### src/rtl/stack_chunk_allocator_defines.svh
// Assertion macros shared by the stack chunk allocator modules.
// Depends on nothing; included by the modules that carry assertions.
`ifndef STACK_CHUNK_ALLOCATOR_DEFINES_SVH
`define STACK_CHUNK_ALLOCATOR_DEFINES_SVH
`ifndef SYNTHESIS
// A condition that must hold at every clock edge outside reset.
`define SCA_ASSERT_COND(lbl, clk, rst_n, cond) \
    lbl: assert property (@(posedge clk) disable iff (!rst_n) (cond)) \
        else $error("sca assertion failed");
// A condition that must hold in the cycle after a trigger.
`define SCA_ASSERT_NEXT(lbl, clk, rst_n, ante, cons) \
    lbl: assert property (@(posedge clk) disable iff (!rst_n) (ante) |=> (cons)) \
        else $error("sca assertion failed");
`else
`define SCA_ASSERT_COND(lbl, clk, rst_n, cond)
`define SCA_ASSERT_NEXT(lbl, clk, rst_n, ante, cons)
`endif
`endif

### src/rtl/sca_pkg.sv
// Package for the stack chunk allocator: field widths, default parameters,
// operation and status codes, controller states and the control struct.
`timescale 1ns / 1ps
package sca_pkg;

    localparam int REQ_W       = 20;
    localparam int CAP_W       = 20;
    localparam int OUT_ADDR_W  = 20;
    localparam int COUNT_W     = 7;
    localparam int KIND_W      = 2;
    localparam int STATUS_W    = 2;

    localparam logic [CAP_W-1:0] CAP_RESET = 20'hFFFFF;

    localparam int DEF_MAX_CHUNKS   = 64;
    localparam int DEF_ADDR_BITS    = 20;
    localparam int DEF_HEADER_BYTES = 4;

    typedef enum logic [KIND_W-1:0] {
        KIND_ALLOC = 2'd0,
        KIND_FREE  = 2'd1,
        KIND_CLEAR = 2'd2
    } kind_t;

    typedef enum logic [STATUS_W-1:0] {
        ST_OK       = 2'd0,
        ST_NO_SPACE = 2'd1,
        ST_EMPTY    = 2'd2,
        ST_FULL     = 2'd3
    } status_t;

    typedef enum logic {
        SCA_IDLE = 1'b0,
        SCA_EXEC = 1'b1
    } state_t;

    // Strobes from the controller to the datapath.
    typedef struct packed {
        logic accept;  // item taken this cycle; issue the size stack read
        logic exec;    // apply the held item and load the result register
    } ctrl_t;

endpackage

### src/rtl/sca_ram.sv
// Generic single write port, single read port RAM with registered read.
// Depends on nothing.
`timescale 1ns / 1ps
module sca_ram #(
    parameter int WIDTH = 20,
    parameter int DEPTH = 64
) (
    input  logic                     clk,
    input  logic                     we,
    input  logic [$clog2(DEPTH)-1:0] waddr,
    input  logic [WIDTH-1:0]         wdata,
    input  logic                     re,
    input  logic [$clog2(DEPTH)-1:0] raddr,
    output logic [WIDTH-1:0]         rdata
);

    logic [WIDTH-1:0] mem [DEPTH];

    always_ff @(posedge clk)
    begin
        if (we)
        begin
            mem[waddr] <= wdata;
        end
        if (re)
        begin
            rdata <= mem[raddr];
        end
    end

endmodule

### src/rtl/sca_ctrl.sv
// Controller of the stack chunk allocator: two-state sequencer and result
// valid register. Depends on sca_pkg and the assertion macro header.
`timescale 1ns / 1ps
`include "stack_chunk_allocator_defines.svh"
module sca_ctrl (
    input  logic           clk,
    input  logic           rst_n,
    input  logic           in_valid,
    output logic           in_stall,
    output logic           out_valid,
    input  logic           out_stall,
    output sca_pkg::ctrl_t ctl
);

    sca_pkg::state_t state_reg;
    sca_pkg::state_t state_next;
    logic            out_valid_reg;
    logic            out_valid_next;

    always_comb
    begin
        state_next = state_reg;
        case (state_reg)
            sca_pkg::SCA_IDLE:
            begin
                if (ctl.accept)
                begin
                    state_next = sca_pkg::SCA_EXEC;
                end
            end
            sca_pkg::SCA_EXEC:
            begin
                if (ctl.exec)
                begin
                    state_next = sca_pkg::SCA_IDLE;
                end
            end
            default:
            begin
                state_next = sca_pkg::SCA_IDLE;
            end
        endcase
    end

    // The result register may be reloaded when it is empty or drains now.
    always_comb
    begin
        in_stall   = 1'b1;
        ctl.accept = 1'b0;
        ctl.exec   = 1'b0;
        case (state_reg)
            sca_pkg::SCA_IDLE:
            begin
                in_stall   = 1'b0;
                ctl.accept = in_valid;
            end
            sca_pkg::SCA_EXEC:
            begin
                ctl.exec = !out_valid_reg || !out_stall;
            end
            default:
            begin
                in_stall = 1'b1;
            end
        endcase
    end

    always_comb
    begin
        out_valid_next = out_valid_reg;
        if (ctl.exec)
        begin
            out_valid_next = 1'b1;
        end
        else if (!out_stall)
        begin
            out_valid_next = 1'b0;
        end
    end

    always_ff @(posedge clk or negedge rst_n)
    begin
        if (!rst_n)
        begin
            state_reg     <= sca_pkg::SCA_IDLE;
            out_valid_reg <= 1'b0;
        end
        else
        begin
            state_reg     <= state_next;
            out_valid_reg <= out_valid_next;
        end
    end

    assign out_valid = out_valid_reg;

    `SCA_ASSERT_NEXT(a_accept_enters_exec, clk, rst_n, ctl.accept, state_reg == sca_pkg::SCA_EXEC)
    `SCA_ASSERT_NEXT(a_exec_frees_input, clk, rst_n, ctl.exec, !in_stall && out_valid)
    `SCA_ASSERT_NEXT(a_no_spurious_result, clk, rst_n, !out_valid_reg && !ctl.exec, !out_valid_reg)

endmodule

### src/rtl/sca_dp.sv
// Datapath of the stack chunk allocator: top-of-stack registers, capacity
// register, size stack RAM and result registers. Depends on sca_pkg, sca_ram
// and the assertion macro header.
`timescale 1ns / 1ps
`include "stack_chunk_allocator_defines.svh"
module sca_dp #(
    parameter int MAX_CHUNKS   = sca_pkg::DEF_MAX_CHUNKS,
    parameter int ADDR_BITS    = sca_pkg::DEF_ADDR_BITS,
    parameter int HEADER_BYTES = sca_pkg::DEF_HEADER_BYTES
) (
    input  logic                             clk,
    input  logic                             rst_n,
    input  sca_pkg::ctrl_t                   ctl,
    input  logic [sca_pkg::KIND_W-1:0]       kind,
    input  logic [sca_pkg::REQ_W-1:0]        request_bytes,
    input  logic                             cfg_we,
    input  logic [sca_pkg::CAP_W-1:0]        cfg_wdata,
    output logic [sca_pkg::OUT_ADDR_W-1:0]   address,
    output logic                             address_valid,
    output logic [sca_pkg::STATUS_W-1:0]     status,
    output logic [sca_pkg::COUNT_W-1:0]      chunk_count
);

    localparam int AW   = ADDR_BITS;
    localparam int LW   = $clog2(MAX_CHUNKS + 1);
    localparam int IW   = $clog2(MAX_CHUNKS);
    localparam int NW   = sca_pkg::REQ_W + 1;
    localparam int CMPW = ((AW > NW) ? AW : NW) + 1;
    localparam int AXW  = (AW > sca_pkg::OUT_ADDR_W) ? AW : sca_pkg::OUT_ADDR_W;
    localparam int CXW  = (LW > sca_pkg::COUNT_W) ? LW : sca_pkg::COUNT_W;

    logic [sca_pkg::CAP_W-1:0]  cap_reg;
    logic [AW-1:0]              top_reg;
    logic [AW-1:0]              top_next;
    logic [sca_pkg::REQ_W-1:0]  bytes_reg;
    logic [sca_pkg::REQ_W-1:0]  bytes_next;
    logic [AW-1:0]              used_reg;
    logic [AW-1:0]              used_next;
    logic [LW-1:0]              live_reg;
    logic [LW-1:0]              live_next;
    logic [sca_pkg::KIND_W-1:0] kind_reg;
    logic [sca_pkg::REQ_W-1:0]  req_reg;
    logic [sca_pkg::STATUS_W-1:0] status_next;

    logic [NW-1:0]              need;
    logic [CMPW-1:0]            cap_ext;
    logic [CMPW-1:0]            used_ext;
    logic [CMPW-1:0]            avail;
    logic                       no_space;
    logic                       full;
    logic                       push;
    logic [sca_pkg::REQ_W-1:0]  below;
    logic [AXW-1:0]             addr_ext;
    logic [CXW-1:0]             count_ext;

    sca_ram #(
        .WIDTH (sca_pkg::REQ_W),
        .DEPTH (MAX_CHUNKS)
    ) u_size_stack (
        .clk   (clk),
        .we    (push),
        .waddr (live_reg[IW-1:0]),
        .wdata (req_reg),
        .re    (ctl.accept),
        .raddr (IW'(live_reg - LW'(2))),
        .rdata (below)
    );

    assign need     = NW'(req_reg) + NW'(HEADER_BYTES);
    assign cap_ext  = CMPW'(cap_reg);
    assign used_ext = CMPW'(used_reg);
    assign avail    = (cap_ext > used_ext) ? (cap_ext - used_ext) : '0;
    assign no_space = CMPW'(need) > avail;
    assign full     = live_reg >= LW'(MAX_CHUNKS);
    assign push     = ctl.exec && (kind_reg == sca_pkg::KIND_ALLOC) && !no_space && !full;

    always_comb
    begin
        top_next    = top_reg;
        bytes_next  = bytes_reg;
        used_next   = used_reg;
        live_next   = live_reg;
        status_next = sca_pkg::ST_OK;
        case (kind_reg)
            sca_pkg::KIND_ALLOC:
            begin
                if (no_space)
                begin
                    status_next = sca_pkg::ST_NO_SPACE;
                end
                else if (full)
                begin
                    status_next = sca_pkg::ST_FULL;
                end
                else
                begin
                    top_next   = (live_reg == '0) ? '0
                               : top_reg + AW'(bytes_reg) + AW'(HEADER_BYTES);
                    bytes_next = req_reg;
                    used_next  = used_reg + AW'(need);
                    live_next  = live_reg + LW'(1);
                end
            end
            sca_pkg::KIND_FREE:
            begin
                if (live_reg == '0)
                begin
                    status_next = sca_pkg::ST_EMPTY;
                end
                else
                begin
                    used_next = used_reg - AW'(bytes_reg) - AW'(HEADER_BYTES);
                    live_next = live_reg - LW'(1);
                    if (live_reg == LW'(1))
                    begin
                        top_next   = '0;
                        bytes_next = '0;
                    end
                    else
                    begin
                        top_next   = top_reg - AW'(below) - AW'(HEADER_BYTES);
                        bytes_next = below;
                    end
                end
            end
            sca_pkg::KIND_CLEAR:
            begin
                top_next   = '0;
                bytes_next = '0;
                used_next  = '0;
                live_next  = '0;
            end
            default:
            begin
                status_next = sca_pkg::ST_OK;
            end
        endcase
    end

    assign addr_ext  = AXW'(top_next);
    assign count_ext = CXW'(live_next);

    always_ff @(posedge clk or negedge rst_n)
    begin
        if (!rst_n)
        begin
            cap_reg   <= sca_pkg::CAP_RESET;
            top_reg   <= '0;
            bytes_reg <= '0;
            used_reg  <= '0;
            live_reg  <= '0;
        end
        else
        begin
            if (cfg_we)
            begin
                cap_reg <= cfg_wdata;
            end
            if (ctl.exec)
            begin
                top_reg   <= top_next;
                bytes_reg <= bytes_next;
                used_reg  <= used_next;
                live_reg  <= live_next;
            end
        end
    end

    always_ff @(posedge clk)
    begin
        if (ctl.accept)
        begin
            kind_reg <= kind;
            req_reg  <= request_bytes;
        end
        if (ctl.exec)
        begin
            address       <= (live_next != '0) ? addr_ext[sca_pkg::OUT_ADDR_W-1:0] : '0;
            address_valid <= live_next != '0;
            status        <= status_next;
            chunk_count   <= count_ext[sca_pkg::COUNT_W-1:0];
        end
    end

    `SCA_ASSERT_COND(a_live_bounded, clk, rst_n, live_reg <= LW'(MAX_CHUNKS))
    `SCA_ASSERT_COND(a_empty_top_zero, clk, rst_n, live_reg != '0 || (top_reg == '0 && bytes_reg == '0))
    `SCA_ASSERT_NEXT(a_valid_tracks_live, clk, rst_n, ctl.exec, address_valid == (live_reg != '0))

endmodule

### src/rtl/stack_chunk_allocator.sv
// Top level of the stack chunk allocator, a LIFO bump allocator over a byte
// region. Depends on sca_pkg, sca_ctrl and sca_dp (which holds sca_ram).
`timescale 1ns / 1ps
//
//  Channel  | Handshake            | Payload
//  ---------+----------------------+---------------------------------------------
//  input    | in_valid / in_stall  | kind, request_bytes
//  result   | out_valid / out_stall| address, address_valid, status, chunk_count
//  config   | cfg_we               | cfg_wdata (capacity_bytes)
//
// Each item is handled in an accept step and an execute step: the accept edge
// issues the read of the size stack entry below the top, and the execute edge
// applies the operation, writes a pushed size and loads the result register.
// The registered read of the size stack RAM makes these separate steps; a new
// item is not taken until the last one has executed.
// Reset clears the stack to empty and loads the capacity with its full value.
// The size stack needs no clearing pass: only entries below the live count
// are ever used, and each of those was written by a push.
// A stalled result holds in its register; the next item is still accepted and
// waits for execution until the register drains.
module stack_chunk_allocator #(
    parameter int MAX_CHUNKS   = sca_pkg::DEF_MAX_CHUNKS,
    parameter int ADDR_BITS    = sca_pkg::DEF_ADDR_BITS,
    parameter int HEADER_BYTES = sca_pkg::DEF_HEADER_BYTES
) (
    input  logic                             clk,
    input  logic                             rst_n,
    input  logic                             in_valid,
    output logic                             in_stall,
    input  logic [sca_pkg::KIND_W-1:0]       kind,
    input  logic [sca_pkg::REQ_W-1:0]        request_bytes,
    output logic                             out_valid,
    input  logic                             out_stall,
    output logic [sca_pkg::OUT_ADDR_W-1:0]   address,
    output logic                             address_valid,
    output logic [sca_pkg::STATUS_W-1:0]     status,
    output logic [sca_pkg::COUNT_W-1:0]      chunk_count,
    input  logic                             cfg_we,
    input  logic [sca_pkg::CAP_W-1:0]        cfg_wdata
);

    // Accept and execute strobes from the sequencer to the datapath.
    sca_pkg::ctrl_t ctl;

    sca_ctrl u_ctrl (
        .clk       (clk),
        .rst_n     (rst_n),
        .in_valid  (in_valid),
        .in_stall  (in_stall),
        .out_valid (out_valid),
        .out_stall (out_stall),
        .ctl       (ctl)
    );

    // The datapath keeps the top chunk offset and size, the used byte count
    // and the live chunk count in registers, and the sizes of the chunks below
    // the top in the size stack RAM.
    sca_dp #(
        .MAX_CHUNKS   (MAX_CHUNKS),
        .ADDR_BITS    (ADDR_BITS),
        .HEADER_BYTES (HEADER_BYTES)
    ) u_dp (
        .clk           (clk),
        .rst_n         (rst_n),
        .ctl           (ctl),
        .kind          (kind),
        .request_bytes (request_bytes),
        .cfg_we        (cfg_we),
        .cfg_wdata     (cfg_wdata),
        .address       (address),
        .address_valid (address_valid),
        .status        (status),
        .chunk_count   (chunk_count)
    );

endmodule

### config.mk
export PLATFORM = sky130hd
export DESIGN_NAME = stack_chunk_allocator
export DESIGN_NICKNAME = d
export VERILOG_FILES = /design/src/rtl/sca_pkg.sv /design/src/rtl/sca_ram.sv /design/src/rtl/sca_ctrl.sv /design/src/rtl/sca_dp.sv /design/src/rtl/stack_chunk_allocator.sv
export VERILOG_INCLUDE_DIRS = /design/src /design/src/rtl
export SDC_FILE = /design/constraint.sdc
export NUM_CORES = 2
export LEC_CHECK = 0
export CAP_MARGIN = 25
export CORE_MARGIN = 3
export CORE_UTILIZATION = 50
export CTS_CLUSTER_DIAMETER = 60
export DETAILED_ROUTE_END_ITERATION = 16
export DONT_BUFFER_PORTS = 1
export SETUP_SLACK_MARGIN = 0.15
export SYNTH_ARGS = -nofsm -noshare
export SYNTH_HDL_FRONTEND = slang
export SYNTH_HIERARCHICAL = 1
export SYNTH_SLANG_ARGS = --single-unit
### constraint.sdc
create_clock -name clk -period 17.3 [get_ports clk]
set_input_delay 2.595 -clock clk [delete_from_list [all_inputs] [get_ports clk]]
set_output_delay 2.595 -clock clk [all_outputs]
set_load 0.1 [all_outputs]
### Yosys cells after proc, flatten, opt, wreduce, memory -nomap -nowiden

Memories as Yosys holds them, arrays and structs flattened. A register that Yosys moved wholly into a read port is not among the register bits.
Index checks and enable logic that the tools add are counted.

* add/subtract/negate cells: 12
* multipliers: 0
* div/mod/pow operators: 0
* magnitude comparators: 3
* equal/unequal tests: 7
* shift operators: 0
* mux-type cells: 34
* bitwise gates (word level): 1
* reduce and logical (&&, ||, !) cells: 13

Operators with widths (count)
* 2-to-1 mux 20 bit: 12
* case mux 20 bit (3 select lines): 3
* adder 20 bit: 2
* subtractor 20 bit: 2
* subtractor 20 x 3 -> 20 bit (second input constant): 2
* greater-than comparator 21 x 22 -> 1 bit: 1
* 2-to-1 mux 22 bit: 1
* adder 20 x 3 -> 21 bit (second input constant): 1
* 2-to-1 mux 7 bit: 3
* case mux 7 bit (3 select lines): 1
* subtractor 20 x 20 -> 21 bit: 1
* adder 20 x 3 -> 20 bit (second input constant): 1
* greater-than comparator 20 bit: 1
* 2-to-1 mux 1 bit: 9
* adder 7 x 1 -> 7 bit (second input constant): 1
* == test 7 x 1 -> 1 bit (second input constant): 1
* greater-or-equal comparator 7 bit (second input constant): 1
* logical NOT 7 bit: 1
* nonzero test 7 bit: 1
* subtractor 7 x 1 -> 7 bit (second input constant): 1
* 2-to-1 mux 2 bit: 3
* inequality test 2 bit (second input constant): 3
* subtractor 6 x 2 -> 6 bit (second input constant): 1
* AND reduction 5 bit: 1
* other kinds (11): 16

* bits in registers: 141
* latch bits: 0
* bits in writable memories: 1280
* bits in read-only memories: 0
* logic and storage cells: 84
* memories: 1

Memory list
* u_dp.u_size_stack.mem: depth 64, bits a word 20, rd ports 1, clocked after memory_dff 1, write ports 1, RTL line sca_ram.sv:17 `logic [WIDTH-1:0] mem [DEPTH];`

### Logic depth before layout (Yosys ltp)

* depth in word-level cells: 8
* gate-level depth with buffers: 25
* mapped depth without buffers: 24

### Modules after synthesis

The synthesis kept the hierarchy.

Modules (own cells, without submodules)
* sca_ram: instances 1, cells an instance 2243, area an instance 49695.2 um2, sequential area each 39037.4 um2
* sca_dp: instances 1, cells an instance 1408, area an instance 12433.2 um2, sequential area each 3763.6 um2
* sca_ctrl: instances 1, cells an instance 7, area an instance 91.3 um2, sequential area each 50.0 um2

### Least setup slack after synthesis

No wires, ideal clock.

* path type: register to register
* start: register u_dp.used_reg[1]
* end: memory u_dp.u_size_stack.mem[49][0] (enable)
* data arrival time: 5.904 ns
* required time: 16.878 ns
* slack: 10.973 ns
* cell stages (with the launch flop): 23
* buffers on the path: 1
* cell sequence: dfrtp_1 inv_1 ha_1 nor2b_1 o31a_1 o31ai_1 a21o_1 o21bai_1 a21oi_1 o21bai_1 a21o_1 a21oi_1 mux2_2 ha_1 nand2_1 or4_1 o31ai_2 a22o_1 and3_1 clkbuf_1 and2_1 nand4_1 nor3_1

* cells in the longest elaborated chain, start to end: 8
* elaborated cells between the ends (all ways): 9

RTL lines
* start, declared: RTL line sca_dp.sv:37 `logic [AW-1:0] used_reg;`
* start signal, assigned: RTL line sca_dp.sv:163 `used_reg <= used_next;`
* subtractor 20 x 20 -> 21 bit / greater-than comparator 20 bit (equally long branches): RTL line sca_dp.sv:72 `assign avail = (cap_ext > used_ext) ? (cap_ext - used_ext) : '0;`
* 2-to-1 mux 22 bit *: RTL line sca_dp.sv:72
* greater-than comparator 21 x 22 -> 1 bit *: RTL line sca_dp.sv:73 `assign no_space = CMPW'(need) > avail;`
* logical NOT 1 bit *: RTL line sca_dp.sv:75 `assign push = ctl.exec && (kind_reg == sca_pkg::KIND_ALLOC) && !no_space && !full;`
* logical AND 1 bit * (2 in a row): RTL line sca_dp.sv:75
* net u_dp.push: RTL line sca_dp.sv:51 `logic push;`
* 2-to-1 mux 1 bit *: RTL line sca_ram.sv:21 `if (we)`
* 2-to-1 mux 1 bit (not written as such) *: RTL line sca_ram.sv:23 `mem[waddr] <= wdata;`
* end, declared: RTL line sca_ram.sv:17

Mark *: on every way through the listed nets, which the timed path passes. The rest lies on a longest branch.

### Worst setup path after layout

* start: register u_dp.used_reg[1]
* end: memory u_dp.u_size_stack.mem[38][18] (enable)

The elaborated chain is that of the path after synthesis.

==> reports/metrics.yaml <==
clocking:
  cts_tree: "yes"
  cts_root_buffer: "clkbuf_16"
  hold_buffers: 0
  htree_levels: 4
  clk_pin_slew_ns: 0.06
  cts_resized: 0
  clockBufferDepth: 3
  cts.sinks: 1441
  cts_setup_buffers: 0
  clk_latency_ns: 0.77
  cts_inserted_buffers: 154
global_route:
  grt_max_degree: 119
  antenna_found_initial: 6
  grt_usage: 0.263
  grt_pass1_wl_um: 244000
  overflow: 0
  grt_pass1_vias: 34800
worst_setup_path:
  crit_chain: "inv_1, ha_1, nor2b_1, o31a_1, o31ai_1, a21o_1, o21bai_1, a21oi_1, o21bai_1, a21o_1, a21oi_1, mux2_2, ha_1, nand2_1, or4_1, o31ai_2, a22o_1, and3_1, and2_1, nor2b_1, nand3_1, nor2_2, buf_8"
  reg2reg_slack_ns: 9.72
  worstSetupEndpointType: "register"
  cp_top_family: "simple AND/OR/NAND/NOR gates"
  r2r_cells: 23
  critPathKind: "register to register"
  reg2reg_from: "u_dp/used_reg[1]"
  required_ns: 17.77
  cp-endpoint: "u_dp/u_size_stack/mem[38][18]"
  cp-start-kind: "register"
  worst_path_largest_cell_delay_ns: 0.84
  crit_cells: 23
  worst-path-buf-inv: 2
  cp.arrival_ns: 8.05
  r2r_end: "u_dp/u_size_stack/mem[38][18]"
  cp_max_fo: 14
  cpMaxStageDelayCell: "nor2_2"
  startpoint: "u_dp/used_reg[1]"
placement:
  gp_congestion: 0.910
  io_buffers: 0
  dp_hpwl_um: 105000
  dp_slack_ns: 9.65
hold_path:
  hp-start: "u_dp/cap_reg[0]"
  min_delay_path_depth: 2
  hold_class: "register to register"
job:
  cap_violations: 0
logic_synthesis:
  avgSynthCellArea_um2: 17.0
  synth.net_count: 3891
  synth_cell_type_count: 81
  synth_most_common_cell: "edfxtp_1"
  yosysSeqAreaShare: 0.689
  syn_inst: 3658
  synth_top_flop_cell: "edfxtp_1"
  syn_area_um2: 62200
  synth_top_area_frac: 0.653
  synth_common_cells: "edfxtp_1, mux4_2, nor2_1, mux2i_1, ha_1"
  ys_ff_latch: 1441
  synth.area.top_cells: "edfxtp_1, mux4_2, ha_1, mux2i_1, dfrtp_1"
  synth-edff-count: 1352
  synthArstFlopShare: 0.0618
  synth.largest_area_cell: "edfxtp_1"
  ys_warn_count: 6
pwr:
  p_sw_mw: 4.92
  combPwrFrac: 0.416
  p_int_mw: 7.92
  p_total_mw: 12.8
  ir_worst_vdd_mv: 0.233
  switching_share: 0.384
  p_per_area_nw_per_um2: 184
  p_leak_nw: 23.5
  pwr-share-seq: 0.342
  pwr-share-clk: 0.242
floorplanning:
  start_util: 0.507
  die_area_um2: 129000
  core-area_um2: 123000
  dieWidth_um: 359
  io_pins: 79
  rows: 128
  die_y_um: 359
routing:
  vias: 34900
  detail_route.vias_per_cell: 6.34
  ant_nets: 0
  drcViolationCount: 0
  first_pass_iters: 7
  wl_um: 167000
  first_iter_violations: 4150
  post_drt_wl_per_cell_um: 30.4
sta:
  drv_slew: 0
  rsz0062_at_grt: "no"
  finalHoldViolCount: 0
  setup_violations: 0
  fmax_mhz: 132
  skew_ns: 0.0248
  worst_pin_slew_ns: 1.04
  slew_headroom: 0.306
  tns_ns: 0
  finalCritPeriodShare: 0.438
  worst_slack_ns: 9.72
  min_period_ns: 7.58
final_layout:
  area_growth_pct: 12.2
  regMostFlops: "u_dp/u_size_stack/mem"
  nets: 3997
  nFillCells: 9360
  drive_gt1_frac: 0.190
  largest_register_ffs: 1280
  register_area_um2: 42900
  utilization: 0.569
  multiInputGateArea_um2: 18100
outcome:
  outcome: "completed"
-- cell families after synthesis --
kind of cell,count (synthesis),synth area share
flops,1441,0.689
mux,476,0.130
simple gates,510,0.0388
compound gates,621,0.0672
fa+ha+maj,186,0.0380
xor+xnor,96,0.0135
buf+inv,328,0.0235
-- how the worst min path moves through the flow --
stage | to | slack, ns
detailed placement | u_dp/used_reg[9] | 0.52
finish | u_dp/cap_reg[0] | 0.52
global placement | u_dp/used_reg[9] | 0.50
floorplan | u_dp/used_reg[6] | 0.48
CTS | u_dp/cap_reg[0] | 0.53
global route | u_dp/cap_reg[0] | 0.57
-- placed cells by master (no fill, tap or decap), types with 82 or more instances in the layout --
cell type,n
a21oi_1,103
a22oi_1,82
clkbuf_16,157
edfxtp_1,1352
ha_1,181
inv_1,153
mux2i_1,186
mux4_2,264
nand2_1,119
nor2_1,124
o21ai_0,96
-- cell type report --
| class | count | area share |
|---|---|---|
| clock buffer | 188 | 0.0579 |
| tap | 1625 | 0.0291 |
| inverter | 155 | 0.00855 |
| multi-input combinational | 1889 | 0.260 |
| antenna | 1 | 0.0000358 |
| clock inverter | 85 | 0.0103 |
| sequential | 1441 | 0.614 |
| timing repair buffer | 123 | 0.0206 |
-- metrics by stage --
| step | cell area, um^2 | instances | hold slack (ns) |
|---|---|---|---|
| 2_1_floorplan | 62200 | 3658 | 0.478 |
| 3_3_place_gp | 64200 | 5183 | 0.502 |
| 3_5_place_dp | 64900 | 5219 | 0.519 |
| 4_1_cts | 69600 | 5492 | 0.526 |
| 5_1_grt | 69800 | 5506 | 0.572 |
| 6_report | 69800 | 5507 | 0.524 |
-- routing by layer --
layer / global-route usage / part of all wire
met5: 0 / 0
met4: 0.103 / 0.040
met3: 0.0446 / 0.074
met2: 0.413 / 0.47
met1: 0.370 / 0.42
-- power by group through the flow --
stage          Sequential [mW]  Combinational, mW  Clock, mW
2_1_floorplan             4.37               3.72          0
3_3_place_gp              4.46               5.19          0
3_5_place_dp              4.46               5.26          0
4_1_cts                   4.39               5.29       3.18
5_1_grt                   4.40               5.71       3.32
6_report                  4.39               5.34       3.11
-- worst reg2reg max path, stage by stage (launching register included) --
cell,delay (ns)
dfrtp_1,0.46
inv_1,0.12
ha_1,0.31
nor2b_1,0.15
o31a_1,0.28
o31ai_1,0.30
a21o_1,0.25
o21bai_1,0.12
a21oi_1,0.17
o21bai_1,0.11
a21o_1,0.18
a21oi_1,0.17
mux2_2,0.37
ha_1,0.29
nand2_1,0.09
or4_1,0.54
o31ai_2,0.10
a22o_1,0.37
and3_1,0.34
and2_1,0.45
nor2b_1,0.31
nand3_1,0.71
nor2_2,0.84
buf_8,0.27
No activity file was read; power rests on OpenSTA's default activity.
